## config.mk

```make
export PLATFORM = sky130hd
export DESIGN_NAME = sha1_hash_engine_unit
export DESIGN_NICKNAME = d
export VERILOG_FILES = /design/src/design/sha1he_pkg.sv /design/src/design/sha1_hash_engine_unit.sv /design/src/design/sha1he_sched.sv /design/src/design/sha1he_round.sv
export SDC_FILE = /design/constraint.sdc
export NUM_CORES = 2
export LEC_CHECK = 0
export BUFFER_PORTS_ARGS = -buffer_cell sky130_fd_sc_hd__buf_2
export CAP_MARGIN = 0
export CORE_UTILIZATION = 40
export CTS_CLUSTER_DIAMETER = 60
export DETAILED_ROUTE_END_ITERATION = 8
export PLACE_DENSITY = 0.55
export SETUP_SLACK_MARGIN = 0.3
export SLEW_MARGIN = 10
export SYNTH_ARGS = -nofsm -noshare
export SYNTH_HDL_FRONTEND = slang
export SYNTH_HIERARCHICAL = 1
export SYNTH_SLANG_ARGS = --single-unit
```

## constraint.sdc

```tcl
create_clock -name aclk -period 11.7 [get_ports aclk]
set_clock_uncertainty 0.2 [all_clocks]
set_input_delay 2.34 -clock aclk [delete_from_list [all_inputs] [get_ports aclk]]
set_output_delay 2.34 -clock aclk [all_outputs]
set_load 0.05 [all_outputs]
```

## src/design/sha1he_pkg.sv

```systemverilog
// Package for the SHA-1 hash engine: constants, round functions and the
// control struct between the sequencer and the message schedule.
// No dependencies.
package sha1he_pkg;

    localparam int unsigned WORD_W  = 32;
    localparam int unsigned VB_W    = 6;
    localparam int unsigned CNT_W   = 64;
    localparam int unsigned ROUND_W = 7;
    localparam int unsigned POS_W   = 4;
    localparam int unsigned IDX_W   = 3;
    localparam int unsigned NUM_H   = 5;
    localparam int unsigned NUM_W   = 16;

    localparam logic [ROUND_W-1:0] LAST_ROUND = ROUND_W'(79);
    localparam logic [POS_W-1:0]   POS_LEN_HI = POS_W'(14);
    localparam logic [POS_W-1:0]   POS_FULL   = POS_W'(15);
    localparam logic [IDX_W-1:0]   IDX_LAST   = IDX_W'(4);
    localparam logic [VB_W-1:0]    VB_FULL    = VB_W'(32);
    localparam logic [WORD_W-1:0]  PAD_ONE    = 32'h8000_0000;

    localparam logic [WORD_W-1:0] K0 = 32'h5A82_7999;
    localparam logic [WORD_W-1:0] K1 = 32'h6ED9_EBA1;
    localparam logic [WORD_W-1:0] K2 = 32'h8F1B_BCDC;
    localparam logic [WORD_W-1:0] K3 = 32'hCA62_C1D6;

    localparam logic [WORD_W-1:0] H0 = 32'h6745_2301;
    localparam logic [WORD_W-1:0] H1 = 32'hEFCD_AB89;
    localparam logic [WORD_W-1:0] H2 = 32'h98BA_DCFE;
    localparam logic [WORD_W-1:0] H3 = 32'h1032_5476;
    localparam logic [WORD_W-1:0] H4 = 32'hC3D2_E1F0;

    typedef logic [NUM_H-1:0][WORD_W-1:0] hash_vec_t;

    localparam hash_vec_t INIT_HASH = {H4, H3, H2, H1, H0};

    typedef struct packed {
        logic load;
        logic step;
    } sched_ctrl_t;

    function automatic logic [WORD_W-1:0] round_k(input logic [ROUND_W-1:0] t);
        logic [WORD_W-1:0] k;
        priority if (t <= ROUND_W'(19)) begin
            k = K0;
        end else if (t <= ROUND_W'(39)) begin
            k = K1;
        end else if (t <= ROUND_W'(59)) begin
            k = K2;
        end else begin
            k = K3;
        end
        return k;
    endfunction

    function automatic logic [WORD_W-1:0] round_f(input logic [ROUND_W-1:0] t,
                                                  input logic [WORD_W-1:0]  b,
                                                  input logic [WORD_W-1:0]  c,
                                                  input logic [WORD_W-1:0]  d);
        logic [WORD_W-1:0] f;
        priority if (t <= ROUND_W'(19)) begin
            f = (b & c) | (~b & d);
        end else if (t <= ROUND_W'(39)) begin
            f = b ^ c ^ d;
        end else if (t <= ROUND_W'(59)) begin
            f = (b & c) | (b & d) | (c & d);
        end else begin
            f = b ^ c ^ d;
        end
        return f;
    endfunction

endpackage

```

## src/design/sha1_hash_engine_unit.sv

```systemverilog
// Top level of the SHA-1 hash engine: stream ports, message padding and
// the block sequencer. Depends on sha1he_pkg, sha1he_sched, sha1he_round.
//
// Computes the SHA-1 digest of a bit-granular message. Each input
// transaction is one 32-bit word, first bit in bit 31; words without tlast
// count as 32 bits, the word with tlast carries valid_bits leading bits
// (0 to 32, higher values act as 32). Words are taken one per cycle until a
// 512-bit block is full; the block then runs 80 rounds through one shared
// round unit, one round per cycle, and then updates the chaining words.
// After the last word the padding words enter one per cycle, with one or
// two further compressions, and the five digest words h0..h4 follow as five
// output transactions. s_tready is low from a full block until the chaining
// words are updated and during padding and digest output.
module sha1_hash_engine_unit (
    input  logic        aclk,
    input  logic        aresetn,
    input  logic        s_tvalid,
    output logic        s_tready,
    input  logic [39:0] s_tdata,   // message_word[31:0], valid_bits[37:32], zero
    input  logic        s_tlast,
    output logic        m_tvalid,
    input  logic        m_tready,
    output logic [31:0] m_tdata,   // digest_word[31:0]
    output logic [2:0]  m_tuser,   // word_index[2:0]
    output logic        m_tlast
);

    typedef enum logic [2:0] {
        ST_LOAD,
        ST_PAD,
        ST_ROUND,
        ST_ADD,
        ST_OUT
    } state_t;

    state_t                               state_reg;
    sha1he_pkg::hash_vec_t                chain_reg;
    sha1he_pkg::hash_vec_t                work_reg;
    sha1he_pkg::hash_vec_t                work_next;
    logic [sha1he_pkg::CNT_W-1:0]         cnt_reg;
    logic [sha1he_pkg::POS_W-1:0]         pos_reg;
    logic [sha1he_pkg::ROUND_W-1:0]       rnd_reg;
    logic [sha1he_pkg::IDX_W-1:0]         idx_reg;
    logic                                 finish_reg;
    logic                                 one_pend_reg;
    logic                                 hi_sent_reg;
    logic                                 done_reg;

    logic [sha1he_pkg::WORD_W-1:0]        msg_word;
    logic [sha1he_pkg::VB_W-1:0]          vb_raw;
    logic [sha1he_pkg::VB_W-1:0]          vb_sat;
    logic [sha1he_pkg::WORD_W-1:0]        keep_mask;
    logic [sha1he_pkg::WORD_W-1:0]        last_push;
    logic [sha1he_pkg::WORD_W-1:0]        pad_word;
    logic [sha1he_pkg::WORD_W-1:0]        push_word;
    logic [sha1he_pkg::WORD_W-1:0]        w_cur;
    logic                                 s_fire;
    logic                                 m_fire;
    logic                                 push;
    logic                                 block_full;
    sha1he_pkg::sched_ctrl_t              sched_ctrl;

    assign msg_word  = s_tdata[31:0];
    assign vb_raw    = s_tdata[37:32];
    assign vb_sat    = vb_raw[5] ? sha1he_pkg::VB_FULL : vb_raw;
    assign keep_mask = ~(32'hFFFF_FFFF >> vb_sat);
    assign last_push = (msg_word & keep_mask) | (sha1he_pkg::PAD_ONE >> vb_sat);

    assign s_tready = (state_reg == ST_LOAD);
    assign s_fire   = s_tvalid && s_tready;
    assign m_tvalid = (state_reg == ST_OUT);
    assign m_fire   = m_tvalid && m_tready;
    assign m_tdata  = chain_reg[idx_reg];
    assign m_tuser  = idx_reg;
    assign m_tlast  = (idx_reg == sha1he_pkg::IDX_LAST);

    always_comb begin
        priority if (one_pend_reg) begin
            pad_word = sha1he_pkg::PAD_ONE;
        end else if (hi_sent_reg) begin
            pad_word = cnt_reg[31:0];
        end else if (pos_reg == sha1he_pkg::POS_LEN_HI) begin
            pad_word = cnt_reg[63:32];
        end else begin
            pad_word = '0;
        end
    end

    always_comb begin
        push      = 1'b0;
        push_word = pad_word;
        unique case (state_reg)
            ST_LOAD: begin
                push      = s_fire;
                push_word = (!s_tlast || vb_sat == sha1he_pkg::VB_FULL) ? msg_word
                                                                      : last_push;
            end
            ST_PAD: begin
                push = 1'b1;
            end
            ST_ROUND, ST_ADD, ST_OUT: begin
                push = 1'b0;
            end
            default: begin
                push = 1'b0;
            end
        endcase
    end

    assign block_full      = push && (pos_reg == sha1he_pkg::POS_FULL);
    assign sched_ctrl.load = push;
    assign sched_ctrl.step = (state_reg == ST_ROUND);

    sha1he_sched u_sched (
        .aclk      (aclk),
        .ctrl      (sched_ctrl),
        .load_word (push_word),
        .w_cur     (w_cur)
    );

    sha1he_round u_round (
        .work_in   (work_reg),
        .w_cur     (w_cur),
        .round_idx (rnd_reg),
        .work_out  (work_next)
    );

    always_ff @(posedge aclk) begin
        if (!aresetn) begin
            state_reg    <= ST_LOAD;
            chain_reg    <= sha1he_pkg::INIT_HASH;
            work_reg     <= '0;
            cnt_reg      <= '0;
            pos_reg      <= '0;
            rnd_reg      <= '0;
            idx_reg      <= '0;
            finish_reg   <= 1'b0;
            one_pend_reg <= 1'b0;
            hi_sent_reg  <= 1'b0;
            done_reg     <= 1'b0;
        end else begin
            if (push) begin
                pos_reg <= pos_reg + 1'b1;
            end
            if (block_full) begin
                work_reg <= chain_reg;
                rnd_reg  <= '0;
            end
            unique case (state_reg)
                ST_LOAD: begin
                    if (s_fire) begin
                        if (!s_tlast) begin
                            cnt_reg <= cnt_reg + sha1he_pkg::CNT_W'(32);
                        end else begin
                            cnt_reg      <= cnt_reg + sha1he_pkg::CNT_W'(vb_sat);
                            finish_reg   <= 1'b1;
                            one_pend_reg <= (vb_sat == sha1he_pkg::VB_FULL);
                        end
                        if (block_full) begin
                            state_reg <= ST_ROUND;
                        end else if (s_tlast) begin
                            state_reg <= ST_PAD;
                        end
                    end
                end
                ST_PAD: begin
                    priority if (one_pend_reg) begin
                        one_pend_reg <= 1'b0;
                    end else if (hi_sent_reg) begin
                        done_reg <= 1'b1;
                    end else if (pos_reg == sha1he_pkg::POS_LEN_HI) begin
                        hi_sent_reg <= 1'b1;
                    end else begin
                        done_reg <= done_reg;
                    end
                    if (block_full) begin
                        state_reg <= ST_ROUND;
                    end
                end
                ST_ROUND: begin
                    work_reg <= work_next;
                    rnd_reg  <= rnd_reg + 1'b1;
                    if (rnd_reg == sha1he_pkg::LAST_ROUND) begin
                        state_reg <= ST_ADD;
                    end
                end
                ST_ADD: begin
                    rnd_reg <= '0;
                    for (int i = 0; i < sha1he_pkg::NUM_H; i++) begin
                        chain_reg[i] <= chain_reg[i] + work_reg[i];
                    end
                    priority if (!finish_reg) begin
                        state_reg <= ST_LOAD;
                    end else if (done_reg) begin
                        idx_reg   <= '0;
                        state_reg <= ST_OUT;
                    end else begin
                        state_reg <= ST_PAD;
                    end
                end
                ST_OUT: begin
                    if (m_fire) begin
                        if (idx_reg == sha1he_pkg::IDX_LAST) begin
                            state_reg    <= ST_LOAD;
                            chain_reg    <= sha1he_pkg::INIT_HASH;
                            work_reg     <= '0;
                            cnt_reg      <= '0;
                            pos_reg      <= '0;
                            idx_reg      <= '0;
                            finish_reg   <= 1'b0;
                            one_pend_reg <= 1'b0;
                            hi_sent_reg  <= 1'b0;
                            done_reg     <= 1'b0;
                        end else begin
                            idx_reg <= idx_reg + 1'b1;
                        end
                    end
                end
                default: begin
                    state_reg <= ST_LOAD;
                end
            endcase
        end
    end

endmodule

```

## src/design/sha1he_sched.sv

```systemverilog
// Message schedule window of the SHA-1 hash engine: 16-word shift line that
// loads message words and expands the schedule one word per round.
// Depends on sha1he_pkg.
module sha1he_sched (
    input  logic                           aclk,
    input  sha1he_pkg::sched_ctrl_t        ctrl,
    input  logic [sha1he_pkg::WORD_W-1:0]  load_word,
    output logic [sha1he_pkg::WORD_W-1:0]  w_cur
);

    logic [sha1he_pkg::WORD_W-1:0] w_reg [sha1he_pkg::NUM_W];
    logic [sha1he_pkg::WORD_W-1:0] mix;
    logic [sha1he_pkg::WORD_W-1:0] expand;

    assign mix    = w_reg[13] ^ w_reg[8] ^ w_reg[2] ^ w_reg[0];
    assign expand = {mix[30:0], mix[31]};
    assign w_cur  = w_reg[0];

    always_ff @(posedge aclk) begin
        if (ctrl.load || ctrl.step) begin
            for (int i = 0; i < sha1he_pkg::NUM_W - 1; i++) begin
                w_reg[i] <= w_reg[i+1];
            end
            w_reg[sha1he_pkg::NUM_W-1] <= ctrl.load ? load_word : expand;
        end
    end

endmodule

```

## src/design/sha1he_round.sv

```systemverilog
// SHA-1 round unit: one compression round on the working words a..e.
// Shared by all 80 rounds. Depends on sha1he_pkg.
module sha1he_round (
    input  sha1he_pkg::hash_vec_t                work_in,
    input  logic [sha1he_pkg::WORD_W-1:0]        w_cur,
    input  logic [sha1he_pkg::ROUND_W-1:0]       round_idx,
    output sha1he_pkg::hash_vec_t                work_out
);

    logic [sha1he_pkg::WORD_W-1:0] a, b, c, d, e;
    logic [sha1he_pkg::WORD_W-1:0] tmp;

    assign a = work_in[0];
    assign b = work_in[1];
    assign c = work_in[2];
    assign d = work_in[3];
    assign e = work_in[4];

    assign tmp = {a[26:0], a[31:27]} + sha1he_pkg::round_f(round_idx, b, c, d)
                 + e + w_cur + sha1he_pkg::round_k(round_idx);

    assign work_out[0] = tmp;
    assign work_out[1] = a;
    assign work_out[2] = {b[1:0], b[31:2]};
    assign work_out[3] = c;
    assign work_out[4] = d;

endmodule
```

==> run summary <==
Violations in the final reports: DRC
Final Hold Fails: 0
Total gr overflow: 0
Nets: 5212
R2R Path End: work_reg[29]
Async S/R FF share, synth: 0%
CP Class: flip-flop to flip-flop
Most common cell after layout, fill and taps aside: nand2_1
CTS resizes: 0
Synthesized area per cell: 10.0 µm²
Hold path start: u_sched/w_reg[3][21]
Worst-path clk slew: 0.07 ns
I/O Pins: 83
Most used cell, CP: ha_1
Synthesized area: 50100 µm²
DR iter-0 viols: 3193
Total GRT Usage: 22.4%
Gate count after technology mapping: 4988
R2R Setup Slk: 5.56 ns
CP endpoint kind: flip-flop
Worst path arrival time: 6.56 ns
Initial antenna violation count: 6
Final setup viols: 0
Worst-skew pair later-pin latency: 0.70 ns
Seq cells post-synth: 917
CP top delay family: compound AO/OA/AOI/OAI gates
Die height: 356 µm
CTS tree: done
Top_reg_cell synth: edfxtp_1
Cts bufs inserted: 110
Routed vias: 36410
Worst r2r src: rnd_reg[3]
Crit path cell chain: and3_4 > or4b_4 > clkinv_4 > nor2_4 > buf_4 > a221oi_1 > fa_1 > inv_1 > ha_1 > ha_1 > nand2_1 > o21a_1 > o311ai_1 > a21boi_0 > o2bb2ai_1 > nand4b_1 > o211ai_1 > a21oi_1 > nor2b_1
Cell Area, Placed: 50900 µm²
Peak supply drop: 0.000194 V
Number of iterations in the first detailed-routing pass: 7
GPL Wtd Cong: 0.904
Root Buffer: clkbuf_16
CP bufs+invs: 3
Area grow syn2layout: 8.99%
Hpwl dp: 96600 µm
Number of flops mapped to enable cells by yosys: 512
Crit path time final: 6.14 ns
Required time of the critical path: 12.12 ns
Slew headroom: 18.2%
WHS Endpoint: u_sched/w_reg[2][53]
Max reg flops: 512
First-pass GRT wire length: 217000 µm
Design Area, Final: 54600 µm²
Routed Antenna Nets: 0
Port buffer count: 80
Lkg Pwr: 20.5 nW
Most frequent cells in the layout: nand2_1 (647), a21oi_1 (531), edfxtp_1 (512)
Clock Sinks: 917
Number of global-route vias before repair: 34774
# Post-CTS Setup Buffers: 0
Fmax: 163 MHz
Crit-path max FO: 33
Largest net degree at the start of global routing: 218
Yosys warnings: 6
Synthesized Nets: 5361
Worst hold stages: 0
Pre-CTS setup slack: 5.38 ns
Row cnt: 129
Fin. max-slew vios: 0
Worst setup SP type: flip-flop
Full die area: 127000 µm²
Final period util: 52.5%
TNS Setup: 0 ns
# DRC: 4
Status: complete, but fails checks
Core Box Area: 124000 µm²
Hold_buf cts: 0
Htree depth: 3
Initial Utilization: 40.4%
Worst Max-Slew Pin Slew: 1.21 ns
Max stage delay on crit path: 0.78 ns
Final worst slack: 5.56 ns
PD cells: 143 nW/µm²
Min-Delay Path Class: flip-flop to flip-flop
RSZ-0062 raised after global routing: false
MaxCap Viol Count: 0
Slowest CP cell: a221oi_1
Chip Width: 356 µm
Post-synthesis sequential area ratio: 46.9%
Count of different cell masters after synthesis: 98
Final WL: 144000 µm
Ant diodes: 0
Worst Reg-to-Reg Cells: 19
Share of cells above drive strength 1: 7.89%
Clock Tree Buf Depth: 3
Routed wire per std cell: 21.9 µm
Vias/cell: 5.54
## worst reg2reg max path: stages, from the launching register on
cell and delay, ns:
dfxtp_1 0.36, and3_4 0.20, or4b_4 0.67, clkinv_4 0.41
nor2_4 0.12, buf_4 0.30, a221oi_1 0.80, fa_1 0.53
inv_1 0.07, ha_1 0.22, ha_1 0.39, nand2_1 0.09
o21a_1 0.21, o311ai_1 0.47, a21boi_0 0.17, o2bb2ai_1 0.35
nand4b_1 0.15, o211ai_1 0.12, a21oi_1 0.09, nor2b_1 0.13
## synthesized netlist by cell type, drive strengths merged, types with 38 or more instances
library cell  instances  share of area (%)
xor2                100                1.7
o22ai                73               0.91
inv                 214                1.6
nand3                63               0.63
nand4                38               0.47
edfxtp              512                 31
dfxtp               405                 16
o21ai               258                2.7
ha                  211                5.3
nor2b               220                2.7
a21o                 77                1.2
xnor2               219                3.8
nor2                252                1.9
nand2               655                4.9
a22oi                81                1.2
clkbuf              176                1.3
mux2i                38               0.76
nor3                 51               0.53
buf                 204                2.9
and3                 41               0.52
fa                  117                4.7
a21oi               532                5.3
## where the power goes
group,switching [W],total (W),leakage [nW],internal (W)
Sequential,0.0000897,0.00378,8.37,0.00369
Combinational,0.000335,0.000527,10.3,0.000191
Clock,0.00142,0.00347,1.81,0.00206
## through the flow
step	instances	util [%]	hold slack [ns]	power, W
finish	6567	44.0	0.205	0.00778
floorplan	4988	-	0.200	0.00423
CTS	6567	44.0	0.200	0.00787
global route	6567	44.0	0.207	0.00808
global placement	6364	41.0	0.200	0.00436
detailed placement	6364	41.0	0.205	0.00437
## logic make-up after synthesis
family / Yosys count / synth area share [%]
simple gates: 1445 / 13.5
buf+inv: 598 / 5.86
fa+ha+maj: 330 / 9.99
flops: 917 / 46.9
compound gates: 1309 / 16.0
xor+xnor: 319 / 5.58
mux: 70 / 2.20
## worst max path at each step
stage | startpoint | to | slack, ns | cells past startpoint
floorplan | s_tvalid | u_sched/w_reg[0][0] | 1.82 | 4
CTS | rnd_reg[4] | work_reg[29] | 5.63 | 19
global placement | s_tdata[37] | cnt_reg[62] | 5.40 | 16
detailed placement | s_tdata[37] | cnt_reg[62] | 5.38 | 16
global route | rnd_reg[4] | work_reg[29] | 5.28 | 19
finish | rnd_reg[3] | work_reg[29] | 5.56 | 19
## routing by layer
layer / GRT usage, % / up-vias / wire length, µm / share of wire, %
met5: 0 / - / 13 / 0.0091
met4: 6.52 / 2 / 3670 / 2.6
met3: 2.88 / 203 / 8560 / 6.0
met2: 35.3 / 1119 / 64900 / 45
met1: 32.1 / 17777 / 66300 / 46
li1: - / 17309 / - / -
## layout make-up
type | count | area, µm²
fillers | 11818 | 69400
multi-input cells | 3473 | 23700
flip-flops and latches | 917 | 23500
clock buffers | 149 | 3080
well taps | 1637 | 2050
inverters | 218 | 842
repair buffers | 119 | 762
clock inverters | 54 | 637
No activity file was read; power rests on OpenSTA's default activity.
